$ cat src/swq_pkg.sv
// Shared constants and types for the sleep/wake timer queue.
// Depends on nothing; imported by the top level.
`default_nettype none

package swq_pkg;

  localparam int CAPACITY_DEF     = 16;
  localparam int YIELD_PERIOD_DEF = 5;
  localparam int MAX_WAKE         = 16;
  localparam int WAKE_CNT_W       = $clog2(MAX_WAKE + 1);
  localparam int TIME_W           = 64;
  localparam int ID_W             = 8;
  localparam int KIND_W           = 2;
  localparam int YC_W             = 8;

  typedef enum logic [KIND_W-1:0] {
    KIND_WOKEN      = 2'd0,
    KIND_TICK_DONE  = 2'd1,
    KIND_SLEEP_OK   = 2'd2,
    KIND_QUEUE_FULL = 2'd3
  } kind_t;

  localparam logic CMD_SLEEP = 1'b0;
  localparam logic CMD_TICK  = 1'b1;

endpackage

`default_nettype wire

$ cat src/swq_ram.sv
// Generic simple dual-port RAM: one write port, one registered read port.
// Depends on nothing.
`default_nettype none

module swq_ram #(
  parameter int WIDTH = 8,
  parameter int DEPTH = 16
) (
  input  wire logic                     clk,
  input  wire logic                     we,
  input  wire logic [$clog2(DEPTH)-1:0] wr_addr,
  input  wire logic [WIDTH-1:0]         wr_data,
  input  wire logic [$clog2(DEPTH)-1:0] rd_addr,
  output logic      [WIDTH-1:0]         rd_data
);

  logic [WIDTH-1:0] mem [DEPTH];

  always_ff @(posedge clk) begin
    if (we) begin
      mem[wr_addr] <= wr_data;
    end
    rd_data <= mem[rd_addr];
  end

endmodule

`default_nettype wire

$ cat src/sleep_wake_queue.sv
// Sleep/wake timer queue: top level, sequencer and tick counter.
// Depends on swq_pkg and swq_ram.
//
// Usage:
//   Input channel: present cmd, proc_id and duration with start high; the beat
//   is taken at a rising edge where start is high and busy is low.
//   Result channel: each result is marked by strobe, high for exactly one cycle,
//   on kind, woken_id, yield_now and last. The receiver cannot hold it off.
//   Sleep request: wake time = tick count + duration (mod 2^64). An insertion
//   sort walks the table from its tail, moving one later entry up per cycle
//   through the single RAM port pair, and drops the new entry into the hole.
//   busy stays high while later entries are moved and the new entry is written;
//   the accepted answer strobes in the first cycle with busy low.
//   Queue full: answered in the cycle after the beat, busy never rises.
//   Tick: advance the tick count, then emit one woken result per cycle from
//   the head of the table (at most MAX_WAKE), then tick done with last set.
//   busy stays high through the wake walk; the RAM read of the next head entry
//   is issued in the cycle before its compare, which sets this one-per-cycle rate.
//   Entries live in a circular RAM; waking advances the head pointer and lowers
//   the fill count, and no entry moves. Reset (rst, synchronous): clear tick count,
//   table fill and head pointer. The RAM is not cleared; only entries below the fill count are ever used.
`default_nettype none

module sleep_wake_queue import swq_pkg::*; #(
  parameter int CAPACITY     = CAPACITY_DEF,
  parameter int YIELD_PERIOD = YIELD_PERIOD_DEF
) (
  input  wire logic              clk,
  input  wire logic              rst,
  input  wire logic              start,
  output logic                   busy,
  input  wire logic              cmd,
  input  wire logic [ID_W-1:0]   proc_id,
  input  wire logic [TIME_W-1:0] duration,
  output logic                   strobe,
  output logic [KIND_W-1:0]      kind,
  output logic [ID_W-1:0]        woken_id,
  output logic                   yield_now,
  output logic                   last
);

  localparam int IDX_W = $clog2(CAPACITY);
  localparam int DEPTH = 1 << IDX_W;
  localparam int CNT_W = $clog2(CAPACITY + 1);
  localparam int ENT_W = TIME_W + ID_W;

  typedef enum logic [1:0] {
    ST_IDLE,
    ST_INS_SHIFT,
    ST_INS_PUT,
    ST_WAKE
  } state_t;

  state_t                state;
  logic [TIME_W-1:0]     tick_count;
  logic [YC_W-1:0]       ycnt;       // tick_count modulo YIELD_PERIOD
  logic [IDX_W-1:0]      head;
  logic [CNT_W-1:0]      count;
  logic [CNT_W-1:0]      idx;        // hole position during insertion
  logic [TIME_W-1:0]     wt;
  logic [ID_W-1:0]       new_id;
  logic [WAKE_CNT_W-1:0] nwoken;

  logic                  accept;
  logic                  we;
  logic [IDX_W-1:0]      wr_addr;
  logic [ENT_W-1:0]      wr_data;
  logic [IDX_W-1:0]      rd_addr;
  logic [ENT_W-1:0]      rd_data;
  logic [TIME_W-1:0]     rd_wake;
  logic [ID_W-1:0]       rd_id;
  logic                  shift_more;
  logic                  wake_hit;

  assign busy       = (state != ST_IDLE);
  assign accept     = start && !busy;
  assign rd_wake    = rd_data[ENT_W-1:ID_W];
  assign rd_id      = rd_data[ID_W-1:0];
  // Later entry strictly after the new wake time: move it up one slot.
  assign shift_more = (rd_wake > wt);
  assign wake_hit   = (count != '0) && (nwoken < WAKE_CNT_W'(MAX_WAKE)) &&
                      (rd_wake <= tick_count);

  // RAM address and write steering.
  always_comb begin
    rd_addr = head;
    we      = 1'b0;
    wr_addr = head + idx[IDX_W-1:0];
    wr_data = {wt, new_id};
    unique case (state)
      ST_IDLE: begin
        // Prefetch the tail for a sleep, the head for a tick.
        if (cmd == CMD_SLEEP) begin
          rd_addr = head + count[IDX_W-1:0] - IDX_W'(1);
        end
      end
      ST_INS_SHIFT: begin
        we = 1'b1;
        if (shift_more) begin
          wr_data = rd_data;
          rd_addr = head + idx[IDX_W-1:0] - IDX_W'(2);
        end
      end
      ST_INS_PUT: begin
        we = 1'b1;
      end
      ST_WAKE: begin
        rd_addr = wake_hit ? head + IDX_W'(1) : head;
      end
    endcase
  end

  swq_ram #(
    .WIDTH (ENT_W),
    .DEPTH (DEPTH)
  ) u_ram (
    .clk     (clk),
    .we      (we),
    .wr_addr (wr_addr),
    .wr_data (wr_data),
    .rd_addr (rd_addr),
    .rd_data (rd_data)
  );

  always_ff @(posedge clk) begin
    if (rst) begin
      state      <= ST_IDLE;
      tick_count <= '0;
      ycnt       <= '0;
      head       <= '0;
      count      <= '0;
      idx        <= '0;
      nwoken     <= '0;
      strobe     <= 1'b0;
    end else begin
      strobe <= 1'b0;
      unique case (state)
        ST_IDLE: begin
          if (accept) begin
            if (cmd == CMD_TICK) begin
              tick_count <= tick_count + TIME_W'(1);
              // Step the modulo counter, wrapping at YIELD_PERIOD, and re-sync it when the tick count wraps to zero.
              if (tick_count == {TIME_W{1'b1}} ||
                  ycnt == YC_W'(YIELD_PERIOD - 1)) begin
                ycnt <= '0;
              end else begin
                ycnt <= ycnt + YC_W'(1);
              end
              nwoken <= '0;
              state  <= ST_WAKE;
            end else if (count >= CNT_W'(CAPACITY)) begin
              strobe    <= 1'b1;
              kind      <= KIND_QUEUE_FULL;
              woken_id  <= proc_id;
              yield_now <= 1'b0;
              last      <= 1'b1;
            end else begin
              wt     <= tick_count + duration;
              new_id <= proc_id;
              idx    <= count;
              state  <= (count == '0) ? ST_INS_PUT : ST_INS_SHIFT;
            end
          end
        end
        ST_INS_SHIFT: begin
          if (shift_more) begin
            idx <= idx - CNT_W'(1);
            if (idx == CNT_W'(1)) begin
              state <= ST_INS_PUT;
            end
          end else begin
            count     <= count + CNT_W'(1);
            strobe    <= 1'b1;
            kind      <= KIND_SLEEP_OK;
            woken_id  <= new_id;
            yield_now <= 1'b0;
            last      <= 1'b1;
            state     <= ST_IDLE;
          end
        end
        ST_INS_PUT: begin
          count     <= count + CNT_W'(1);
          strobe    <= 1'b1;
          kind      <= KIND_SLEEP_OK;
          woken_id  <= new_id;
          yield_now <= 1'b0;
          last      <= 1'b1;
          state     <= ST_IDLE;
        end
        ST_WAKE: begin
          strobe <= 1'b1;
          if (wake_hit) begin
            kind      <= KIND_WOKEN;
            woken_id  <= rd_id;
            yield_now <= 1'b0;
            last      <= 1'b0;
            head      <= head + IDX_W'(1);
            count     <= count - CNT_W'(1);
            nwoken    <= nwoken + WAKE_CNT_W'(1);
          end else begin
            kind      <= KIND_TICK_DONE;
            woken_id  <= '0;
            yield_now <= (ycnt == '0);
            last      <= 1'b1;
            state     <= ST_IDLE;
          end
        end
      endcase
    end
  end

  // Fill count never passes the table size.
  a_count_bound: assert property (@(posedge clk) disable iff (rst)
    count <= CNT_W'(CAPACITY))
    else $error("entry count above capacity");

  // The closing result of an item coincides with the sequencer being free.
  a_last_idle: assert property (@(posedge clk) disable iff (rst)
    strobe && last |-> !busy)
    else $error("last result while still busy");

  // Only woken results come without last.
  a_mid_woken: assert property (@(posedge clk) disable iff (rst)
    strobe && !last |-> kind == KIND_WOKEN)
    else $error("non-final result of wrong kind");

  // Every accepted beat either starts work or answers at once.
  a_accept_acts: assert property (@(posedge clk) disable iff (rst)
    start && !busy |=> busy || strobe)
    else $error("accepted beat dropped");

endmodule

`default_nettype wire

$ cat config.mk
export PLATFORM = sky130hd
export DESIGN_NAME = sleep_wake_queue
export DESIGN_NICKNAME = d
export VERILOG_FILES = /design/src/swq_pkg.sv /design/src/swq_ram.sv /design/src/sleep_wake_queue.sv
export SDC_FILE = /design/constraint.sdc
export NUM_CORES = 2
export LEC_CHECK = 0
export BUFFER_PORTS_ARGS = -buffer_cell sky130_fd_sc_hd__buf_2
export CAP_MARGIN = 20
export CORE_UTILIZATION = 24
export DETAILED_ROUTE_END_ITERATION = 16
export GPL_TIMING_DRIVEN = 0
export SLEW_MARGIN = 20
export SYNTH_ARGS = -nofsm -noshare
export SYNTH_HDL_FRONTEND = slang
export SYNTH_HIERARCHICAL = 1
export SYNTH_SLANG_ARGS = --single-unit
$ cat constraint.sdc
create_clock -name clk -period 23.4 [get_ports clk]
set_input_delay 0 -clock clk [delete_from_list [all_inputs] [get_ports clk]]
set_output_delay 0 -clock clk [all_outputs]
set_load 0.05 [all_outputs]
==> impl_metrics.csv <==
group,metric,value,unit
yosys,syn_area_per_cell,16.7,sq um
layout,syn_to_final_growth,21.0,%
placed_design,place_area,66500,sq um
clocking,cts_tree,"done",
clocking,cts.clk_slew.worst_paths,0.06,ns
die,io_pins,90,
die,core,247000,sq um
detailed_routing,vias,34600,
layout,ff_latch_area,40400,sq um
critical_path,cp_data_required_time,24.09,ns
global_routing,grt_max_degree,19,
timing,fin_tns_setup,0,ns
clocking,worstSkewPairLatency,0.78,ns
critical_path,crit_path_end_kind,"flip-flop",
die,fp.dieW,501,microns
timing,fin_skew,0.0400,ns
timing,finalHoldViolCount,0,
detailed_routing,wl_per_cell,22.3,microns
yosys,synthAdderAreaFrac,0.0462,
yosys,yosysWarnings,6,
min_path,hold_class,"primary input to flip-flop",
yosys,synth.area.mux_share,0.124,
power_and_ir_drop,ir_drop,0.0715,mV
power_and_ir_drop,leakage,24.3,nW
yosys,yosys-top-cells-count,"edfxtp_1, mux4_2, ha_1",
timing,fin_crit_sh,0.330,
yosys,synth_edf_count,1236,
detailed_routing,drtIter0Drc,3823,
critical_path,path_max_fanout,10,
timing,fmax,129,MHz
clocking,cts-root-buf,"clkbuf_16",
yosys,synth_top_family_by_area,"multiplexers",
layout,multi_input_area,18000,sq um
placed_design,portBuffers,89,
placed_design,dp_hpwl,119,mm
yosys,synth.distinct_cells,81,
yosys,synth_flop_cell,"edfxtp_1",
detailed_routing,drtAntennaViolNets,0,
yosys,synth-simple-area-share,0.0470,
yosys,syn_nets,3870,
clocking,htreeDepth,4,
timing,slew_headroom,0.236,
yosys,yosysSeqAreaShare,0.677,
yosys,synth_area_leader_cell,"edfxtp_1",
clocking,post_cts_resized,0,
yosys,yosys-top-cells-area,"edfxtp_1, mux4_2, dfxtp_1",
timing,final-max-slew-violation-count,0,
clocking,cts_buffers,146,
flow_run,cap_violations,0,
die,die_h,501,microns
critical_path,cp.arrival,8.42,ns
yosys,async_flop_share,0,
yosys,synthXorXnorAreaFrac,0.0202,
global_routing,antenna_found_initial,18,
detailed_routing,drt-total-wl,167,mm
global_routing,grt_usage,0.132,
detailed_routing,drc_errors,0,
yosys,synth_top_area_share,0.621,
die,rows,182,
yosys,netlist_instances,3576,
critical_path,critical_path_class,"flip-flop to flip-flop",
global_routing,grt_overflow,0,
status,status,"complete, no violations",
global_routing,grt_pass1_vias,34700,
placed_design,place.gp.congestion,0.827,
clocking,cts_buffer_depth,3,
timing,tightest_slew,1.14,ns
yosys,yosysMostFrequentCell,"edfxtp_1",
layout,num-nets-final,4343,
power_and_ir_drop,power_density,109,nW/um^2
detailed_routing,via_per_inst,4.61,
layout,final_layout_size_suffix_gt1_frac,0.212,
layout,fin_area,72300,sq um
yosys,synth_compound_gate_area_share,0.0623,
die,die_area,251000,sq um
detailed_routing,dr.pass1.iters,5,
timing,min_period,7.73,ns
die,initial_core_util,0.242,
global_routing,grt_pass1_wl,243,mm
yosys,ys_ff_latch,1402,
timing,rsz0062_at_grt,"no",
layout,num-fill-cells,24200,
yosys,netlist_area,59700,sq um
timing,setup_viol,0,
clocking,cts.sinks,1402,
critical_path,start_kind,"flip-flop",
[what timing repair did]
action / CTS / global route
hold endpoints to repair: 96 / 0
buffers inserted: 0 / 0
hold buffers: 107 / 0
[power by group]
| part | internal (W) | switching [W] | leakage [nW] | total, W |
|---|---|---|---|---|
| Combinational | 0.00101 | 0.00143 | 9.51 | 0.00244 |
| Sequential | 0.00305 | 0.000115 | 12.5 | 0.00316 |
| Clock | 0.00129 | 0.000981 | 2.28 | 0.00227 |
| Total | 0.00534 | 0.00253 | 24.3 | 0.00787 |
[state kept, by name, summed over array words and instances (netlist names), 2 cells and up]
signal	count
head	4
kind	2
ycnt	8
idx	5
state	2
count	5
new_id	8
u_ram/rd_data	72
woken_id	8
u_ram/mem	1152
nwoken	5
tick_count	64
wt	64
[stage by stage]
stage | instances | hold slack, ns | util | power, W | worst slack (ns)
floorplan | 3576 | 0.0989 | - | 0.00478 | 14.65
global placement | 6977 | 0.196 | 0.261 | 0.00560 | 7.34
detailed placement | 7106 | 0.195 | 0.270 | 0.00564 | 16.07
CTS | 7482 | 0.00268 | 0.293 | 0.00793 | 15.97
global route | 7489 | 0.0707 | 0.293 | 0.00821 | 15.75
finish | 7490 | 0.0571 | 0.293 | 0.00787 | 15.67
[layout by cell type (no fill, tap or decap), drive strengths merged, types with 12 or more instances in the layout]
cell type       n
nand2         163
xor2           35
clkinv         45
o21ai          75
nor3           39
nor4           13
edfxtp       1236
nand2b         20
a22oi         157
inv           184
mux2           74
nand4          52
nor2          162
ha            214
xnor2         103
nor2b          19
nand3          42
buf           272
clkbuf        299
dfxtp         166
and2           12
dlygate4sd3   107
mux4          288
a21oi         118
a21o           97
and3           18
[final timing paths]
path                      from                end  slack [ns]  depth (start not counted)
hold reg to reg         idx[4]             idx[4]        0.49                          2
setup reg to reg        wt[38]  u_ram/rd_data[25]       15.67                         18
hold / removal    duration[15]             wt[15]        0.06                          3
setup / recovery        wt[38]  u_ram/rd_data[25]       15.67                         18
[routing by layer]
layer	vias up	wire length, microns	global-route usage	part of all wire
met2	1315	78000	0.210	0.47
met5	-	13	0	0.000078
met3	181	12600	0.0250	0.075
li1	15100	-	-	-
met1	17900	73400	0.184	0.44
met4	2	3160	0.0316	0.019
[worst max-delay path, cell delays in order, from the launching register on]
cell and delay, ns:
edfxtp_1 0.39, inv_1 0.06, ha_1 0.30, nand4_1 0.20, nor4_1 0.95, nand2b_1 0.41, nor3_1 0.87, a2111o_1 0.46
nand3_1 0.14, clkbuf_2 0.43, clkbuf_2 0.51, nor2_1 0.21, a21oi_1 0.05, o21ai_0 0.60, and2_1 0.22, buf_1 0.81
clkbuf_1 0.70, a22oi_1 0.18, nand2_1 0.13
[cell families after synthesis]
| group | count (synthesis) |
|---|---|
| XOR/XNOR | 138 |
| AND/OR/NAND/NOR | 583 |
| AO/OA/AOI/OAI | 545 |
| buffers and inverters | 321 |
| adder cells (fa/ha/maj) | 218 |
| flip-flops | 1402 |
| multiplexers | 369 |
[cell type report]
cell class	instances	share of cell area
diodes	8	0.000277
plain buffers	147	0.0105
clock buffers	206	0.0561
clock inverters	63	0.00878
inverters	174	0.00904
multi-input cells	1853	0.249
flip-flops and latches	1402	0.560
well taps	3312	0.0573
repair buffers	325	0.0491
No activity file was read; power rests on OpenSTA's default activity.
